**src/design/p12tk_pkg.sv**
```systemverilog
// Shared types and constants for the packed 12-bit top-k and recent log.
// Used by the cell modules and the top level; depends on nothing.
package p12tk_pkg;

   localparam int VALUE_BITS = 12;
   localparam int BYTE_BITS  = 8;
   localparam int NIB_BITS   = 4;

   typedef logic [VALUE_BITS-1:0] value_type;

   typedef enum logic [1:0] {
      CMD_HOLD,
      CMD_PUSH,
      CMD_POP
   } cmd_type;

   typedef struct packed {
      cmd_type cmd;
      logic    full;
   } chain_ctl_type;

   typedef enum logic [1:0] {
      PH_FIRST,
      PH_SECOND,
      PH_THIRD
   } phase_type;

   typedef enum logic {
      ST_IDLE,
      ST_DRAIN
   } state_type;

   typedef enum logic {
      OP_DATA,
      OP_REPORT
   } op_type;

endpackage

```
**src/design/p12tk_top_cell.sv**
```systemverilog
// One cell of the ascending sorted chain that keeps the largest values.
// Depends on p12tk_pkg; talks to its two neighbors every cycle.
module p12tk_top_cell (
   input  logic                  clock,
   input  logic                  reset,
   input  p12tk_pkg::chain_ctl_type ctl,
   input  p12tk_pkg::value_type  new_value,
   input  logic                  lo_le,
   input  p12tk_pkg::value_type  lo_value,
   input  logic                  lo_valid,
   input  logic                  hi_le,
   input  p12tk_pkg::value_type  hi_value,
   input  logic                  hi_valid,
   output p12tk_pkg::value_type  value,
   output logic                  valid,
   output logic                  le
);

   p12tk_pkg::value_type value_ff;
   p12tk_pkg::value_type value_in;
   logic                 valid_ff;
   logic                 valid_in;

   assign le    = valid_ff && (value_ff <= new_value);
   assign value = value_ff;
   assign valid = valid_ff;

   always_comb begin
      value_in = value_ff;
      valid_in = valid_ff;
      case (ctl.cmd)
         p12tk_pkg::CMD_PUSH: begin
            if (!ctl.full) begin
               if (!le) begin
                  if (!lo_le) begin
                     value_in = lo_value;
                     valid_in = lo_valid;
                  end else begin
                     value_in = new_value;
                     valid_in = 1'b1;
                  end
               end
            end else if (le) begin
               value_in = hi_le ? hi_value : new_value;
            end
         end
         p12tk_pkg::CMD_POP: begin
            value_in = hi_value;
            valid_in = hi_valid;
         end
         default: begin
            value_in = value_ff;
            valid_in = valid_ff;
         end
      endcase
   end

   always_ff @(posedge clock) begin
      if (reset) begin
         valid_ff <= 1'b0;
      end else begin
         valid_ff <= valid_in;
      end
   end

   always_ff @(posedge clock) begin
      value_ff <= value_in;
   end

endmodule

```
**src/design/p12tk_rec_cell.sv**
```systemverilog
// One cell of the recent-value chain, oldest value in the lowest cell.
// Depends on p12tk_pkg; talks to its two neighbors every cycle.
module p12tk_rec_cell (
   input  logic                  clock,
   input  logic                  reset,
   input  p12tk_pkg::chain_ctl_type ctl,
   input  p12tk_pkg::value_type  new_value,
   input  logic                  is_last,
   input  logic                  lo_valid,
   input  p12tk_pkg::value_type  hi_value,
   input  logic                  hi_valid,
   output p12tk_pkg::value_type  value,
   output logic                  valid
);

   p12tk_pkg::value_type value_ff;
   p12tk_pkg::value_type value_in;
   logic                 valid_ff;
   logic                 valid_in;

   assign value = value_ff;
   assign valid = valid_ff;

   always_comb begin
      value_in = value_ff;
      valid_in = valid_ff;
      case (ctl.cmd)
         p12tk_pkg::CMD_PUSH: begin
            if (ctl.full) begin
               value_in = is_last ? new_value : hi_value;
            end else if (!valid_ff && lo_valid) begin
               value_in = new_value;
               valid_in = 1'b1;
            end
         end
         p12tk_pkg::CMD_POP: begin
            value_in = hi_value;
            valid_in = hi_valid;
         end
         default: begin
            value_in = value_ff;
            valid_in = valid_ff;
         end
      endcase
   end

   always_ff @(posedge clock) begin
      if (reset) begin
         valid_ff <= 1'b0;
      end else begin
         valid_ff <= valid_in;
      end
   end

   always_ff @(posedge clock) begin
      value_ff <= value_in;
   end

endmodule

```
**src/design/packed12_top_k_and_recent_log.sv**
```systemverilog
// Packed 12-bit unpacker with a sorted top-k chain and a recent-value chain.
// Data transfers: one byte per cycle when idle; both chains take each unpacked value at once.
// Report: once the report transfer enters drain, registered results follow one per cycle
// (rsp_tready permitting); input stalls until the chains are drained, one cell shift a result.
// Reset (synchronous, active high) empties both chains and restarts the unpack phase.
// Depends on p12tk_pkg, p12tk_top_cell and p12tk_rec_cell.
module packed12_top_k_and_recent_log #(
   parameter int TOP_COUNT    = 32,
   parameter int RECENT_COUNT = 32
) (
   input  logic        clock,
   input  logic        reset,
   input  logic        req_tvalid,
   output logic        req_tready,
   input  logic [7:0]  req_tdata,   // [7:0] data_byte
   input  logic        req_tuser,   // [0] operation
   output logic        rsp_tvalid,
   input  logic        rsp_tready,
   output logic [15:0] rsp_tdata,   // [11:0] value, [15:12] zero
   output logic        rsp_tuser,   // [0] section
   output logic        rsp_tlast    // last_of_run
);

   p12tk_pkg::state_type state_ff;
   p12tk_pkg::state_type state_in;
   p12tk_pkg::phase_type phase_ff;
   p12tk_pkg::phase_type phase_in;
   logic [p12tk_pkg::BYTE_BITS-1:0] held_ff;
   logic [p12tk_pkg::BYTE_BITS-1:0] held_in;

   logic                 req_xfer;
   logic                 push_en;
   p12tk_pkg::value_type push_value;
   logic                 load;
   logic                 any_left;
   logic                 last_now;

   p12tk_pkg::chain_ctl_type top_ctl;
   p12tk_pkg::chain_ctl_type rec_ctl;

   p12tk_pkg::value_type top_val [TOP_COUNT];
   logic [TOP_COUNT-1:0] top_vld;
   logic [TOP_COUNT-1:0] top_le;
   p12tk_pkg::value_type rec_val [RECENT_COUNT];
   logic [RECENT_COUNT-1:0] rec_vld;
   logic [TOP_COUNT-1:0]    top_vld_up;
   logic [RECENT_COUNT-1:0] rec_vld_up;

   logic                 rsp_tvalid_ff;
   logic                 rsp_tvalid_in;
   p12tk_pkg::value_type rsp_value_ff;
   logic                 rsp_section_ff;
   logic                 rsp_last_ff;

   assign req_tready = (state_ff == p12tk_pkg::ST_IDLE);
   assign req_xfer   = req_tvalid && req_tready;

   always_comb begin
      phase_in   = phase_ff;
      held_in    = held_ff;
      push_en    = 1'b0;
      push_value = {held_ff, req_tdata[7:4]};
      if (req_xfer) begin
         if (req_tuser == p12tk_pkg::OP_REPORT) begin
            phase_in = p12tk_pkg::PH_FIRST;
            held_in  = '0;
         end else begin
            case (phase_ff)
               p12tk_pkg::PH_SECOND: begin
                  push_en    = 1'b1;
                  push_value = {held_ff, req_tdata[7:4]};
                  held_in    = req_tdata;
                  phase_in   = p12tk_pkg::PH_THIRD;
               end
               p12tk_pkg::PH_THIRD: begin
                  push_en    = 1'b1;
                  push_value = {held_ff[p12tk_pkg::NIB_BITS-1:0], req_tdata};
                  phase_in   = p12tk_pkg::PH_FIRST;
               end
               default: begin
                  held_in  = req_tdata;
                  phase_in = p12tk_pkg::PH_SECOND;
               end
            endcase
         end
      end
   end

   // drain side
   assign top_vld_up = top_vld >> 1;
   assign rec_vld_up = rec_vld >> 1;
   assign any_left   = top_vld[0] || rec_vld[0];
   assign last_now   = top_vld[0] ? (!top_vld_up[0] && !rec_vld[0]) : !rec_vld_up[0];
   assign load       = (state_ff == p12tk_pkg::ST_DRAIN) && any_left
                       && (!rsp_tvalid_ff || rsp_tready);

   always_comb begin
      top_ctl.full = top_vld[TOP_COUNT-1];
      rec_ctl.full = rec_vld[RECENT_COUNT-1];
      top_ctl.cmd  = p12tk_pkg::CMD_HOLD;
      rec_ctl.cmd  = p12tk_pkg::CMD_HOLD;
      if (push_en) begin
         top_ctl.cmd = p12tk_pkg::CMD_PUSH;
         rec_ctl.cmd = p12tk_pkg::CMD_PUSH;
      end else if (load) begin
         if (top_vld[0]) begin
            top_ctl.cmd = p12tk_pkg::CMD_POP;
         end else begin
            rec_ctl.cmd = p12tk_pkg::CMD_POP;
         end
      end
   end

   always_comb begin
      state_in = state_ff;
      case (state_ff)
         p12tk_pkg::ST_IDLE: begin
            if (req_xfer && req_tuser == p12tk_pkg::OP_REPORT) begin
               state_in = p12tk_pkg::ST_DRAIN;
            end
         end
         p12tk_pkg::ST_DRAIN: begin
            if (!any_left) begin
               state_in = p12tk_pkg::ST_IDLE;
            end
         end
         default: begin
            state_in = p12tk_pkg::ST_IDLE;
         end
      endcase
   end

   always_comb begin
      rsp_tvalid_in = rsp_tvalid_ff;
      if (load) begin
         rsp_tvalid_in = 1'b1;
      end else if (rsp_tready) begin
         rsp_tvalid_in = 1'b0;
      end
   end

   always_ff @(posedge clock) begin
      if (reset) begin
         state_ff      <= p12tk_pkg::ST_IDLE;
         phase_ff      <= p12tk_pkg::PH_FIRST;
         held_ff       <= '0;
         rsp_tvalid_ff <= 1'b0;
      end else begin
         state_ff      <= state_in;
         phase_ff      <= phase_in;
         held_ff       <= held_in;
         rsp_tvalid_ff <= rsp_tvalid_in;
      end
   end

   always_ff @(posedge clock) begin
      if (load) begin
         rsp_value_ff   <= top_vld[0] ? top_val[0] : rec_val[0];
         rsp_section_ff <= !top_vld[0];
         rsp_last_ff    <= last_now;
      end
   end

   assign rsp_tvalid = rsp_tvalid_ff;
   assign rsp_tdata  = {{(16 - p12tk_pkg::VALUE_BITS){1'b0}}, rsp_value_ff};
   assign rsp_tuser  = rsp_section_ff;
   assign rsp_tlast  = rsp_last_ff;

   for (genvar i = 0; i < TOP_COUNT; i++) begin : g_top
      logic                 lo_le;
      p12tk_pkg::value_type lo_value;
      logic                 lo_valid;
      logic                 hi_le;
      p12tk_pkg::value_type hi_value;
      logic                 hi_valid;

      if (i == 0) begin : g_lo_end
         assign lo_le    = 1'b1;
         assign lo_value = '0;
         assign lo_valid = 1'b0;
      end else begin : g_lo
         assign lo_le    = top_le[i-1];
         assign lo_value = top_val[i-1];
         assign lo_valid = top_vld[i-1];
      end

      if (i == TOP_COUNT - 1) begin : g_hi_end
         assign hi_le    = 1'b0;
         assign hi_value = '0;
         assign hi_valid = 1'b0;
      end else begin : g_hi
         assign hi_le    = top_le[i+1];
         assign hi_value = top_val[i+1];
         assign hi_valid = top_vld[i+1];
      end

      p12tk_top_cell u_cell (
         .clock     (clock),
         .reset     (reset),
         .ctl       (top_ctl),
         .new_value (push_value),
         .lo_le     (lo_le),
         .lo_value  (lo_value),
         .lo_valid  (lo_valid),
         .hi_le     (hi_le),
         .hi_value  (hi_value),
         .hi_valid  (hi_valid),
         .value     (top_val[i]),
         .valid     (top_vld[i]),
         .le        (top_le[i])
      );
   end

   for (genvar i = 0; i < RECENT_COUNT; i++) begin : g_rec
      logic                 lo_valid;
      p12tk_pkg::value_type hi_value;
      logic                 hi_valid;

      if (i == 0) begin : g_lo_end
         assign lo_valid = 1'b1;
      end else begin : g_lo
         assign lo_valid = rec_vld[i-1];
      end

      if (i == RECENT_COUNT - 1) begin : g_hi_end
         assign hi_value = '0;
         assign hi_valid = 1'b0;
      end else begin : g_hi
         assign hi_value = rec_val[i+1];
         assign hi_valid = rec_vld[i+1];
      end

      p12tk_rec_cell u_cell (
         .clock     (clock),
         .reset     (reset),
         .ctl       (rec_ctl),
         .new_value (push_value),
         .is_last   (i == RECENT_COUNT - 1),
         .lo_valid  (lo_valid),
         .hi_value  (hi_value),
         .hi_valid  (hi_valid),
         .value     (rec_val[i]),
         .valid     (rec_vld[i])
      );
   end

endmodule
```
**config.mk**
```make
export PLATFORM = sky130hd
export DESIGN_NAME = packed12_top_k_and_recent_log
export DESIGN_NICKNAME = d
export VERILOG_FILES = /design/src/design/p12tk_pkg.sv /design/src/design/p12tk_top_cell.sv /design/src/design/p12tk_rec_cell.sv /design/src/design/packed12_top_k_and_recent_log.sv
export SDC_FILE = /design/constraint.sdc
export NUM_CORES = 2
export LEC_CHECK = 0
export CAP_MARGIN = 20
export CORE_ASPECT_RATIO = 1.5
export CORE_MARGIN = 2
export CORE_UTILIZATION = 25
export CTS_BUF_LIST = sky130_fd_sc_hd__clkbuf_16
export CTS_CLUSTER_SIZE = 25
export DETAILED_ROUTE_END_ITERATION = 6
export DONT_BUFFER_PORTS = 1
export GPL_ROUTABILITY_DRIVEN = 0
export PLACE_DENSITY = 0.4
export SYNTH_ARGS = -nofsm -noshare
export SYNTH_HDL_FRONTEND = slang
export SYNTH_SLANG_ARGS = --single-unit
```
**constraint.sdc**
```tcl
create_clock -name clock -period 9.9 [get_ports clock]
set_clock_uncertainty 0.15 [all_clocks]
set_input_delay 1.98 -clock clock [delete_from_list [all_inputs] [get_ports clock]]
set_output_delay 1.98 -clock clock [all_outputs]
set_load 0.03 [all_outputs]
```
## Word level (Yosys, flattened, before mapping)

Cells that the tools add are included.

- Flip-flop bits (word level): 858
- Logic and storage cells: 1101
- Output and inout port bits: 20

- Magnitude comparators: 32
- Equality and inequality tests: 166
- Multiplexer cells: 531
- Bitwise gates (word level): 1
- Reductions and logical operators: 236

Operators with widths:

| cell | number |
|---|---|
| $mux 12 | 226 |
| $pmux 12 s2 | 64 |
| $le 12x12->1 | 32 |
| $reduce_and 3->1 | 93 |
| $mux 1 | 166 |
| $pmux 1 s2 | 65 |
| $ne 3x2->1 const B | 33 |
| $ne 3x3->1 const B | 32 |
| $ne 3x1->1 const B | 31 |
| $logic_and 1x1->1 | 68 |
| $ne 2x2->1 const B | 34 |
| $reduce_and 2->1 | 34 |
| $ne 2x1->1 const B | 30 |
| $logic_not 1->1 | 35 |
| $mux 8 | 2 |
| $mux 2 | 7 |
| $eq 2x1->1 const B | 3 |
| $eq 2x2->1 const B | 3 |
| $reduce_bool 2->1 | 3 |
| $pmux 2 s2 | 1 |
| $logic_or 1x1->1 | 2 |
| $reduce_or 2->1 | 1 |
| $not 1->1 | 1 |

## Logic depth before layout (Yosys ltp)

- Word-level depth: 10
- Mapped depth: 21
- Mapped depth without buffers: 14

## Hierarchy

From an unflattened synthesis, not the netlist that was laid out.

- Cell total of the unflattened synthesis: 5588
- Area total of the unflattened synthesis: 59418.2 um^2

Modules (own cells, without submodules):

| module | instances | cells an instance | seq. area each (um^2) | area an instance (um^2) |
|---|---|---|---|---|
| p12tk_top_cell (g_top[18].u_cell ...) | 23 | 134 | 380.4 | 1167.4 |
| p12tk_rec_cell | 32 | 37 | 380.4 | 644.4 |
| p12tk_top_cell (g_top[0].u_cell ...) | 9 | 136 | 380.4 | 1184.9 |
| packed12_top_k_and_recent_log | 1 | 98 | 660.6 | 1285.0 |

## Least setup slack after synthesis

Ideal clock, no wire load.

- Path kind: in2reg
- Start point: in req_tuser
- End point: reg g_top[20].u_cell.value_ff[0] (enable)
- Required time: 9352 ps
- Slack: 2882 ps
- Stages: 17
- Library setup time: 398 ps
- Buffers on the path: 6
- Data arrival time: 6470 ps
- Path through: nand4bb_1 buf_2 buf_2 nand2_1 nand2_1 inv_1 buf_2 buf_1 ha_1 a211oi_1 o21ai_0 a2111oi_0 a211oi_1 buf_2 buf_2 xnor2_1 o21ai_0

- Longest elaborated chain between the ends: 6

RTL lines:

| item | RTL line | RTL |
|---|---|---|
| start: declaration | packed12_top_k_and_recent_log.sv:16 | `input logic req_tuser,` |
| $mux 12 / $mux 1 (equally long branches) | packed12_top_k_and_recent_log.sv:64 | `if (req_tuser == p12tk_pkg::OP_REPORT) begin` |
| $mux 12 / $mux 1 (equally long branches) | packed12_top_k_and_recent_log.sv:63 | `if (req_xfer) begin` |
| $le 12x12->1 / $mux 2 (equally long branches) | p12tk_top_cell.sv:24, packed12_top_k_and_recent_log.sv:102 |  |
| $logic_and 1x1->1, or another cell as far along | p12tk_top_cell.sv:24 | `assign le = valid_ff && (value_ff <= new_value);` |
| $ne 3x2->1 (no line), or another cell as far along | n/a |  |
| $reduce_and 3->1 (no line) (*) | n/a |  |
| end signal: assignment | p12tk_top_cell.sv:67 | `value_ff <= value_in;` |
| end: declaration | p12tk_top_cell.sv:19 | `p12tk_pkg::value_type value_ff;` |

Mark *: on every way between the ends. The rest lies on a longest branch, timed or not.
A chain may end at the register's enable or synchronous reset.

## Worst setup path after layout

- Start point: in req_tuser
- End point: reg g_top[20].u_cell.value_ff[8] (enable)

The elaborated chain is that of the path after synthesis.

==> summary.json <==
{
  "clock_network": {
    "numCtsBuffers": 97,
    "cts_hold_buffers": 0,
    "clockBufferDepth": 3,
    "clk_transition_reported_paths_ps": 60,
    "cts.root.buffer_cell": "clkbuf_16",
    "cts_sinks": 858,
    "cts.repair.resized": 0,
    "tritoncts": "built",
    "post_cts_setup_buffers": 0,
    "htree_levels": 3,
    "later_pin_clock_latency_in_the_skew_report_ps": 740
  },
  "floorplanning": {
    "die_height_um": 562,
    "floorplan.initialDensity_pct": 25.2,
    "die_w_um": 376,
    "dieArea_um2": 211000,
    "design.core.area_um2": 206000,
    "row_count": 204,
    "io-pin-count": 33
  },
  "worst_setup_path": {
    "crit_path_max_fanout": 31,
    "worst_setup_path_end_kind": "flop",
    "critical_path_class": "in -> reg",
    "critPathArrivalTime_ps": 7510,
    "cp_common_cell": "buf_4",
    "required_ps": 10170,
    "critical_path.slowest_cell": "clkinv_2",
    "timing.critical_path.max_delay_family": "buffers and inverters",
    "crit_start": "req_tuser",
    "cpPeakStageDelay_ps": 910,
    "critPathBufInv": 4,
    "cp_cell_sequence": "nand4bb_1 -> nand2_1 -> nand2_2 -> clkinv_2 -> buf_4 -> ha_1 -> a211oi_1 -> o21ai_0 -> a2111oi_0 -> a211oi_4 -> buf_4 -> xnor2_1 -> o21ai_0 -> buf_4",
    "start_kind": "input port",
    "critical_path.reg2reg.startpoint": "state_ff"
  },
  "yosys": {
    "ys_async_sr_fraction_pct": 0,
    "yosys_warnings": 0,
    "ys_seq_area_share_pct": 48.2,
    "post_synth_inst_count": 4936,
    "netlist_top_cells_area": "edfxtp_1 45%, ha_1 9.3%, o21a_1 5.9%",
    "ys_ff_latch": 858,
    "netlist-cell-type-count": 79,
    "netlist_area_um2": 51900,
    "synth_largest_area_cell": "edfxtp_1",
    "synth-edff-count": 782,
    "syn-mean-instance-area_um2": 10.5,
    "synth_top_cell_area_share_pct": 45.2,
    "postSynth.topFlopCell": "edfxtp_1"
  },
  "placement": {
    "place_hpwl_mm": 142,
    "count_of_port_buffers_added_during_placement": 0,
    "preCtsSetupSlack_ps": 1960,
    "dpl_cell_area_um2": 55400
  },
  "power": {
    "pwr_density_cell_nw_per_um2": 147,
    "power.ir.vdd_worst_v": 0.000137,
    "cellLeakagePower_nw": 20.5
  },
  "timing": {
    "unrepaired_setup_endpoints_after_global_routing": "no",
    "fin_crit_ps": 7240,
    "max_freq_mhz": 138,
    "setup-tns-final_ps": 0,
    "post_route_clock_period_utilization_pct": 73.1,
    "worstMarginPinSlew_ps": 1040,
    "finalMaxSlewViolations": 0,
    "timing.final.setup_violations": 0,
    "finalWorstSetupSlack_ps": 2660,
    "timing.max_slew.rel_slack_pct": 30.4,
    "holdWs_ps": 322,
    "report.final.hold_viol_count": 0
  },
  "finish": {
    "fillerInstances": 21424,
    "finalCoreUtilization_pct": 28.4,
    "post-route-cell-area_um2": 58600,
    "final_cell_mix": "782 x edfxtp_1, 406 x o21a_1, 403 x a21oi_1, 384 x ha_1, 360 x nor2_1",
    "fraction_of_layout_instances_using_a_drive_strength_above_1_pct": 11.7,
    "nets_final": 5203,
    "flow.area_growth_from_synthesis_pct": 12.9,
    "final_common_cell": "edfxtp_1"
  },
  "status": {
    "status": "complete, no violations"
  },
  "global_routing": {
    "grt_pass1_vias": 41849,
    "grt_pass1_wl_mm": 305,
    "grt_max_degree": 197,
    "number_of_antenna_violations_at_the_first_check_in_global_routing": 7,
    "track_usage_pct": 19.5,
    "globalRoute.totalOverflow": 0
  },
  "worst_hold_path": {
    "hp-start": "g_rec[30].u_cell.valid",
    "hold_class": "reg -> reg"
  },
  "detailed_routing": {
    "drt-total-wl_mm": 211,
    "firstDrtPassIters": 6,
    "wl_per_cell_um": 27.9,
    "number_of_nets_still_failing_antenna_checks_after_routing": 0,
    "vias_per_cell": 5.50,
    "via_count": 41613,
    "post-route-drc-count": 0,
    "drt_first_iter_violations": 3316
  },
  "job": {
    "maxCapViolations": 0
  }
}
==> power breakdown <==
part           total (mW)  switching (mW)  internal (mW)  leakage (nW)
clock                3.77            1.69           2.08          1.61
sequential           4.09          0.0706           4.02          7.63
combinational       0.735           0.476          0.260          11.2
==> synth_stat cells (6+ instances only) <==
cell type / number
edfxtp_1: 782
o21a_1: 406
a21oi_1: 405
ha_1: 384
nor2_1: 367
o22ai_1: 318
clkbuf_1: 307
nand2_1: 296
o21ai_0: 207
mux2_2: 144
nand3_1: 106
mux2i_1: 105
nor3_1: 97
nand4_1: 85
inv_1: 81
dfxtp_1: 76
buf_2: 57
buf_1: 51
a211oi_1: 49
o211ai_1: 49
a221o_1: 44
a221oi_1: 42
nand2b_1: 42
o221ai_1: 34
nor2b_1: 33
a22oi_1: 32
a31oi_1: 30
or3_1: 29
o221a_2: 28
xnor2_1: 26
o31ai_1: 25
a22o_1: 19
a211o_1: 18
o211a_1: 14
a21boi_0: 13
a222oi_1: 13
nor3b_1: 12
nand3b_1: 10
a21o_1: 9
o32a_1: 9
and3_1: 8
nor4_1: 6
o21ai_1: 6
==> cells by family after synthesis <==
group / synth area share, %
xor gates and xnor gates: 0.439
DFF: 48.2
buffers and inverters: 3.86
and+or+nand+nor: 9.77
muxes: 5.15
AOI/OAI and AO/OA: 23.4
other: 0.00722
adders and majority gates: 9.25
==> state kept, by name, indices dropped and copies added, names as in the netlist <==
register            count
g_rec.u_cell.valid     32
g_rec.u_cell.value    384
g_top.u_cell.valid     32
g_top.u_cell.value    384
held_ff                 8
phase_ff                2
rsp_tlast               1
rsp_tuser               1
rsp_tvalid              1
rsp_value_ff           12
state_ff                1
==> per-layer routing <==
| layer | GRT usage, % | up-vias | part of all wire [%] |
|---|---|---|---|
| met2 | 35.2 | 1355 | 51 |
| li1 | - | 18986 | - |
| met1 | 21.8 | 20826 | 38 |
| met5 | 0 | - | 0.0052 |
| met3 | 2.67 | 444 | 4.8 |
| met4 | 11.4 | 2 | 6.6 |
==> cell type report <==
class	instances	area [um2]	share of cell area, %
Multi-Input combinational cell	3574	25200	42.9
Clock inverter	84	777	1.33
Timing Repair Buffer	190	1540	2.63
Inverter	85	333	0.568
Antenna cell	4	10.0	0.0171
Tap cell	2678	3350	5.72
Sequential cell	858	25000	42.7
Clock buffer	97	2430	4.14
==> per-stage QoR <==
stage                     power [mW]  instances
after floorplan                 4.61       4939
after global placement          4.89       7375
after detailed placement        4.90       7381
after CTS                       8.71       7562
after global routing            8.89       7567
final                           8.60       7570
==> final timing paths <==
path / to / slack [ps] / cells after the start
setup / recovery: g_top[20].u_cell.value[8] / 2660 / 14
hold / removal: g_rec[31].u_cell.valid / 320 / 2
setup reg to reg: g_top[20].u_cell.value[8] / 3130 / 14
hold reg to reg: g_rec[31].u_cell.valid / 320 / 2
==> worst register-to-register path, cell delays in order, from the launching register on <==
cell and delay, ps:
dfxtp_1 660, nand4bb_1 620, nand2_1 150, nand2_2 710, clkinv_2 930, buf_4 500
ha_1 340, a211oi_1 210, o21ai_0 140, a2111oi_0 730, a211oi_4 210, buf_4 300
xnor2_1 170, o21ai_0 340, buf_4 280
No activity file was read; power rests on OpenSTA's default activity.
